==> src/hdl/vna_pkg.sv <==
// ----------------------------------------------------------------------------
// vna_pkg: shared types and constants
// Request/result payloads, internal command format and datapath widths.
// ----------------------------------------------------------------------------
package vna_pkg;

    localparam int VERTEX_COUNT_DEF = 1024;
    localparam int IDX_W     = 10;
    localparam int POS_W     = 16;
    localparam int SUM_W     = 52;
    localparam int CNT_W     = 16;
    localparam int NRM_W     = 16;
    localparam int DIF_W     = POS_W + 1;
    localparam int PRD_W     = 2 * DIF_W;
    localparam int CRS_W     = 36;
    localparam int POS_RAM_W = 3 * POS_W;
    localparam int ACC_W     = 3 * SUM_W + CNT_W;
    localparam int HALF_W    = SUM_W / 2;
    localparam int N2_W      = 106;
    localparam int ROOT_W    = 53;
    localparam int QBITS     = 15;

    localparam logic [1:0] REQ_WRITE = 2'd0;
    localparam logic [1:0] REQ_TRI   = 2'd1;
    localparam logic [1:0] REQ_READ  = 2'd2;

    typedef enum logic [1:0] {
        OP_WRITE,
        OP_TRI,
        OP_READ,
        OP_READ_NULL
    } t_op;

    typedef struct packed {
        logic [1:0]              req_type;
        logic [IDX_W-1:0]        index_a;
        logic [IDX_W-1:0]        index_b;
        logic [IDX_W-1:0]        index_c;
        logic signed [POS_W-1:0] pos_x;
        logic signed [POS_W-1:0] pos_y;
        logic signed [POS_W-1:0] pos_z;
    } t_in;

    typedef struct packed {
        logic signed [NRM_W-1:0] normal_x;
        logic signed [NRM_W-1:0] normal_y;
        logic signed [NRM_W-1:0] normal_z;
        logic [CNT_W-1:0]        face_count;
        logic                    degenerate;
    } t_out;

    typedef struct packed {
        t_op                     op;
        logic [IDX_W-1:0]        index_a;
        logic [IDX_W-1:0]        index_b;
        logic [IDX_W-1:0]        index_c;
        logic signed [POS_W-1:0] pos_x;
        logic signed [POS_W-1:0] pos_y;
        logic signed [POS_W-1:0] pos_z;
    } t_cmd;

endpackage

==> src/hdl/vna_front.sv <==
// ----------------------------------------------------------------------------
// vna_front: request intake
// Accepts requests, range-checks indexes, drops no-op requests and queues
// commands for the back end in a two-entry FIFO.
// ----------------------------------------------------------------------------
module vna_front #(
    parameter int VERTEX_COUNT = vna_pkg::VERTEX_COUNT_DEF
) (
    input  logic           i_clk,
    input  logic           i_rst_n,
    input  logic           i_valid,
    output logic           o_ready,
    input  vna_pkg::t_in   i_req,
    output logic           o_cmd_valid,
    input  logic           i_cmd_ready,
    output vna_pkg::t_cmd  o_cmd
);
    import vna_pkg::*;

    t_cmd       r_q [2];
    logic       r_wp;
    logic       r_rp;
    logic [1:0] r_cnt;
    logic       a_ok, b_ok, c_ok, keep, push, pop;
    t_cmd       cmd;

    assign a_ok = 32'(i_req.index_a) < 32'(VERTEX_COUNT);
    assign b_ok = 32'(i_req.index_b) < 32'(VERTEX_COUNT);
    assign c_ok = 32'(i_req.index_c) < 32'(VERTEX_COUNT);

    always_comb begin
        cmd.index_a = i_req.index_a;
        cmd.index_b = i_req.index_b;
        cmd.index_c = i_req.index_c;
        cmd.pos_x   = i_req.pos_x;
        cmd.pos_y   = i_req.pos_y;
        cmd.pos_z   = i_req.pos_z;
        cmd.op      = OP_WRITE;
        keep        = 1'b0;
        case (i_req.req_type)
            REQ_WRITE: begin
                cmd.op = OP_WRITE;
                keep   = a_ok;
            end
            REQ_TRI: begin
                cmd.op = OP_TRI;
                keep   = a_ok && b_ok && c_ok;
            end
            REQ_READ: begin
                cmd.op = a_ok ? OP_READ : OP_READ_NULL;
                keep   = 1'b1;
            end
            default: begin
                keep = 1'b0;
            end
        endcase
    end

    assign o_ready     = (r_cnt != 2'd2);
    assign push        = i_valid && o_ready && keep;
    assign o_cmd_valid = (r_cnt != 2'd0);
    assign pop         = o_cmd_valid && i_cmd_ready;
    assign o_cmd       = r_q[r_rp];

    always_ff @(posedge i_clk) begin
        if (!i_rst_n) begin
            r_wp  <= 1'b0;
            r_rp  <= 1'b0;
            r_cnt <= 2'd0;
        end else begin
            if (push) begin
                r_q[r_wp] <= cmd;
                r_wp      <= ~r_wp;
            end
            if (pop) begin
                r_rp <= ~r_rp;
            end
            r_cnt <= r_cnt + 2'(push) - 2'(pop);
        end
    end
endmodule

==> config.mk <==
export PLATFORM = sky130hd
export DESIGN_NAME = vna_front
export DESIGN_NICKNAME = d
export VERILOG_FILES = /design/src/hdl/vna_pkg.sv /design/src/hdl/vna_front.sv
export SDC_FILE = /design/constraint.sdc
export NUM_CORES = 1
export LEC_CHECK = 0
export ABC_AREA = 0
export BUFFER_PORTS_ARGS = -buffer_cell sky130_fd_sc_hd__buf_2
export CORE_ASPECT_RATIO = 0.7
export CORE_MARGIN = 8
export CORE_UTILIZATION = 45
export CTS_BUF_LIST = sky130_fd_sc_hd__clkbuf_4 sky130_fd_sc_hd__clkbuf_8
export CTS_CLUSTER_SIZE = 16
export DETAILED_ROUTE_END_ITERATION = 8
export PLACE_DENSITY = 0.76
export REMOVE_ABC_BUFFERS = 1
export SETUP_SLACK_MARGIN = 0.05
export SYNTH_ARGS = -nofsm -noshare
export SYNTH_HDL_FRONTEND = slang
export SYNTH_SLANG_ARGS = --single-unit
==> constraint.sdc <==
create_clock -name i_clk -period 4.9 [get_ports i_clk]
set_input_delay 0.245 -clock i_clk [delete_from_list [all_inputs] [get_ports i_clk]]
set_output_delay 0.245 -clock i_clk [all_outputs]
set_load 0.03 [all_outputs]
---- After elaboration in Yosys (flattened, before gate mapping) ----
Memory sizes are Yosys's and may differ from the RTL's. A register that Yosys moved wholly into a read port is not among the register bits.
Cells that the tools add are included.
storage, ports and cells
  register bits after elaboration ......... 4
  memories ................................ 1
  memory bits (writable) .................. 160
  output and inout bits ................... 82
  input port bits ......................... 84
  word-level logic and storage cells ...... 24
cells by class
  reductions and logical operators ........ 6
  equal/unequal tests ..................... 3
  bitwise logic cells ..................... 2
  add/sub/neg operators ................... 2
  mux-type cells .......................... 7
memory list
  name  words  width  rd ports  clocked after Yosys merged registers in  wr ports  line             RTL
  r_q   2      80     1         1                                        1         vna_front.sv:20  t_cmd r_q [2];
operators with widths
  kind                  count
  $mux W1               6
  $pmux W2 S2           1
  $logic_and A1 B1 Y1   3
  $reduce_or A3 Y1      1
  $add A2 B1 Y2         1
  $eq A2 B1 Y1 const B  1
  $eq A2 B2 Y1 const B  1
  $logic_not A2 Y1      1
  $ne A2 B2 Y1 const B  1
  $not A1 Y1            2
  $reduce_bool A2 Y1    1
  $sub A2 B1 Y2         1

---- Longest topological paths before layout ----
  depth after elaboration ................. 7
  gate-level depth with buffers ........... 9

---- Worst setup path after synthesis ----
OpenSTA, ideal clock, no wires.
  path kind ............................... flip-flop to flip-flop
  from .................................... register r_cnt[0]
  to ...................................... memory r_q[0][0] (netlist name) (enable)
  arrival time ............................ 4182 ps
  stages on the path, launching flop included .. 4
  path buffers ............................ 0
  data required time ...................... 4381 ps
  setup slack ............................. 199 ps
  path through ............................ dfxtp_1 -> nand2b_1 -> nand4_1 -> nor2_1
on the way
  cells in the longest elaborated chain, start to end .. 6
RTL lines
  element                           line             RTL
  from (decl)                       vna_front.sv:23  logic [1:0] r_cnt;
  from (signal assigned)            vna_front.sv:78  r_cnt <= r_cnt + 2'(push) - 2'(pop);
  $ne A2 B2 Y1                      vna_front.sv:59  assign o_ready = (r_cnt != 2'd2);
  net o_ready                       vna_front.sv:12  output logic o_ready,
  $logic_and A1 B1 Y1 (2 in a row)  vna_front.sv:60  assign push = i_valid && o_ready && keep;
  $mux W1                           vna_front.sv:71  if (push) begin
  $mux W1                           vna_front.sv:66  if (!i_rst_n) begin
  $mux W1 (not written as such)     vna_front.sv:72  r_q[r_wp] <= cmd;
  to (decl)                         vna_front.sv:20
The timed path passes the listed nets, and every way through them passes these cells.

==> qor_table.md <==
| Item | Value | Unit |
|:---|:---|:---|
| Setup crit start kind | flop | - |
| Instance count after placement with tap cells included | 625 | - |
| Summed instance area of the synthesized netlist | 6430 | um2 |
| Final weighted congestion in routability-driven placement | 0.738 | - |
| Core area | 13900 | um2 |
| Top fanout value on the critical path | 55 | - |
| Worst min path class | input pin to flop | - |
| Power dissipated by switching net loads | 1.14 | mW |
| Count of buffers added by post-CTS timing repair for setup | 0 | - |
| Minimum clock period after layout | 2.90 | ns |
| Power per unit of standard cell area | 437 | nW/um2 |
| Outcome | finished clean | - |
| Worst R2R End | r_q[0][1] | - |
| Global routing usage on met1 | 0.164 | - |
| Router iterations before antenna repair | 4 | - |
| Average wire per cell in the routed design | 17.7 | um |
| Synthesis Warnings | 0 | - |
| Switching share of total power | 0.308 | - |
| Total Nets Final | 618 | - |
| Global route hottest layer | met2 | - |
| Die Span X | 159 | um |
| Number of clock buffers inserted by TritonCTS | 17 | - |
| Share of synthesized area occupied by flip-flops and latches | 0.763 | - |
| Finished Core Util | 0.613 | - |
| Total via count after detailed routing | 3384 | - |
| CTS Root Buffer Type | sky130_fd_sc_hd__clkbuf_8 | - |
| Die Footprint | 18400 | um2 |
| Antenna diode count | 0 | - |
| Global router's overall resource usage | 0.142 | - |
| Arr. time, crit path | 2.65 | ns |
| CP endpoint kind | output port | - |
| HPWL reported at the end of detailed placement | 8.39 | mm |
| Max-cap check violation count | 0 | - |
| Via count of the first global-routing pass | 3729 | - |
| I/O Buffers | 165 | - |
| Die height | 116 | um |
| Met2 usage | 0.233 | - |
| Avg Vias per Cell | 4.60 | - |
| Transition at the pin with the smallest max-transition slack | 1.22 | ns |
| Largest net degree at the start of global routing | 81 | - |
| Wire length of the first global-routing pass | 20.0 | mm |
| Sink count of the clock tree | 165 | - |
| Clock tree buffer depth | 2 | - |
| Clock slew at the register clock pins of the worst setup and hold paths | 0.08 | ns |
| Worst voltage drop across the vdd grid | 0.258 | mV |
| Worst Reg-to-Reg Cells | 4 | - |
| Capture endpoint of the worst hold path | r_cnt[0] | - |
| Series of cell instances along the critical path | buf_4, mux2_4, buf_2 | - |
| Number of placement rows | 36 | - |
| Drc violations | 0 | - |
| DP Area | 7370 | um2 |
| Fin. Hold Viols | 0 | - |
| Fraction of final layout cells sized beyond drive strength 1 | 0.514 | - |
| Hold_ws | 0.107 | ns |
| Area growth from synthesis to final layout | 32.6 | % |
| WHS Path Cells | 2 | - |
| Leakage power figure | 3.32 | nW |
| GRT overflow | 0 | - |
| Setup TNS after final layout | 0 | ns |
| Clock latency on the worst-skew pair | 0.44 | ns |
| Final worst-path cycle share | 0.591 | - |
| Relative contribution of the clock network to total power | 0.248 | - |
| Syn Area/Cell | 23.2 | um2 |
| RSZ-0062 raised after global routing | no | - |
| Worst Clk Skew | 0.0111 | ns |
| Met3 Use GR | 0.0628 | - |
| Sequential share of power | 0.472 | - |
| Detailed-route wire length | 13.0 | mm |
| FF-to-FF setup slack | 2.49 | ns |
| Stage delay of the slowest cell on the critical path | 1.03 | ns |
| Antenna-violating nets left | 0 | - |
| Clock tree from TritonCTS | yes | - |
| Number of antenna violations at the first check in global routing | 0 | - |
| Effective utilization at floorplan | 0.462 | - |
| Final cell count without fillers | 735 | - |
| Internal cell power | 2.58 | mW |
| Classification of the worst setup path | flop to output port | - |
| H-Tree Level Count | 4 | - |
| Fill cell instance count of the final layout | 982 | - |
| Crit path max-delay cell type | sky130_fd_sc_hd__dfxtp_4 | - |
| Worst slew margin | 0.186 | - |
| Gate count of the mapped netlist | 277 | - |
| Final instance area | 8530 | um2 |
| Maximum clock frequency | 345 | MHz |
| HP Start | i_rst_n | - |
| Reg2Reg Launch Point | r_cnt[0] | - |
| Unique cell type count in the Yosys netlist | 18 | - |
| Synth Register Bits | 165 | - |
| Required arrival time at the worst endpoint | 4.66 | ns |
| Starting DRC count in detailed routing | 203 | - |
| Boundary Pins | 166 | - |
| Max-slew violation count | 0 | - |
| Comb power frac | 0.280 | - |
| Final count of negative-setup-slack endpoints | 0 | - |
==> what timing repair did <==
item	CTS	global route
gates resized for setup	0	0
endpoints found under the hold margin	156	0
hold buffers	78	0
==> per-layer routing <==
layer  up-vias  routed length [um]  part of all wire
met3         9                 980             0.075
met4         0                 114            0.0088
met1      1656                5710              0.44
met5         -                   0                 0
li1       1599                   -                 -
met2       120                6200              0.48
==> layout by cell type (no fill, tap or decap), drive strengths merged <==
| cell type | instances |
|---|---|
| and2 | 2 |
| and3 | 2 |
| buf | 167 |
| bufinv | 2 |
| clkbuf | 18 |
| clkinv | 11 |
| clkinvlp | 1 |
| dfxtp | 5 |
| dlygate4sd3 | 78 |
| edfxtp | 160 |
| ha | 2 |
| inv | 2 |
| mux2 | 80 |
| nand2 | 2 |
| nand2b | 1 |
| nand4 | 1 |
| nor2 | 1 |
| nor2b | 4 |
| o21a | 1 |
| o22ai | 1 |
| or2 | 1 |
| xnor2 | 3 |
==> sequential cells by signal, indices dropped and copies added, names as in the netlist, named ones only <==
name / flops
r_q: 160
r_cnt: 2
r_wp: 1
r_rp: 1
==> critical path: cells and delay by family, from the launching register on <==
| kind | cells | cell delay (ns) |
|---|---|---|
| flops | 1 | 1.03 |
| mux | 1 | 0.35 |
| buf+inv | 2 | 0.75 |
==> metrics by stage <==
| step | worst slack [ns] | total power, mW |
|---|---|---|
| after global routing | 1.84 | 3.87 |
| final | 2.00 | 3.72 |
| after global placement | 2.49 | 2.77 |
| after floorplan | 0.199 | 2.58 |
| after detailed placement | 2.46 | 2.79 |
| after CTS | 1.96 | 3.76 |
==> worst max-delay path by stage <==
| stage | to | slack, ns |
|---|---|---|
| 2_1_floorplan | r_q[0][0] | 0.20 |
| 3_3_place_gp | o_cmd[26] | 2.49 |
| 3_5_place_dp | o_cmd[4] | 2.46 |
| 4_1_cts | o_cmd[4] | 1.96 |
| 5_1_grt | o_cmd[20] | 1.84 |
| 6_report | o_cmd[20] | 2.00 |
==> power by group through the flow <==
stage                     sequential, mW  clock (mW)  combinational, mW
after floorplan                     1.79           0              0.786
after global placement              1.78           0              0.991
after detailed placement            1.79           0               1.00
after CTS                           1.76       0.952               1.05
after global routing                1.77        1.00               1.10
final                               1.75       0.924               1.04
==> final cells by class <==
cell class	count	area, um2	area share
sequential	165	4910	0.576
timing repair buffer	245	1630	0.192
multi-input combinational	101	1360	0.159
clock buffer	18	241	0.0283
tap	190	238	0.0279
clock inverter	14	138	0.0161
inverter	2	7.51	0.000881
==> kinds of logic after synthesis <==
kind of cell / share of synthesized area
flip-flops: 0.763
multiplexers: 0.187
AND/OR/NAND/NOR: 0.0125
buffers and inverters: 0.0278
XOR/XNOR: 0.00409
AO/OA/AOI/OAI: 0.00214
adder cells (fa/ha/maj): 0.00389
==> cells in the mapped netlist (all sizes together) <==
| cell type | n | area (um2) |
|---|---|---|
| and2 | 2 | 12.5 |
| and3 | 2 | 12.5 |
| buf | 9 | 171 |
| dfxtp | 5 | 100 |
| edfxtp | 160 | 4800 |
| ha | 2 | 25.0 |
| inv | 2 | 7.51 |
| mux2 | 80 | 1200 |
| nand2 | 2 | 7.51 |
| nand2b | 1 | 6.26 |
| nand4 | 1 | 6.26 |
| nor2 | 1 | 3.75 |
| nor2b | 4 | 25.0 |
| o21a | 1 | 7.51 |
| o22ai | 1 | 6.26 |
| or2 | 1 | 6.26 |
| xnor2 | 3 | 26.3 |
(Power assumes the default switching activity.)
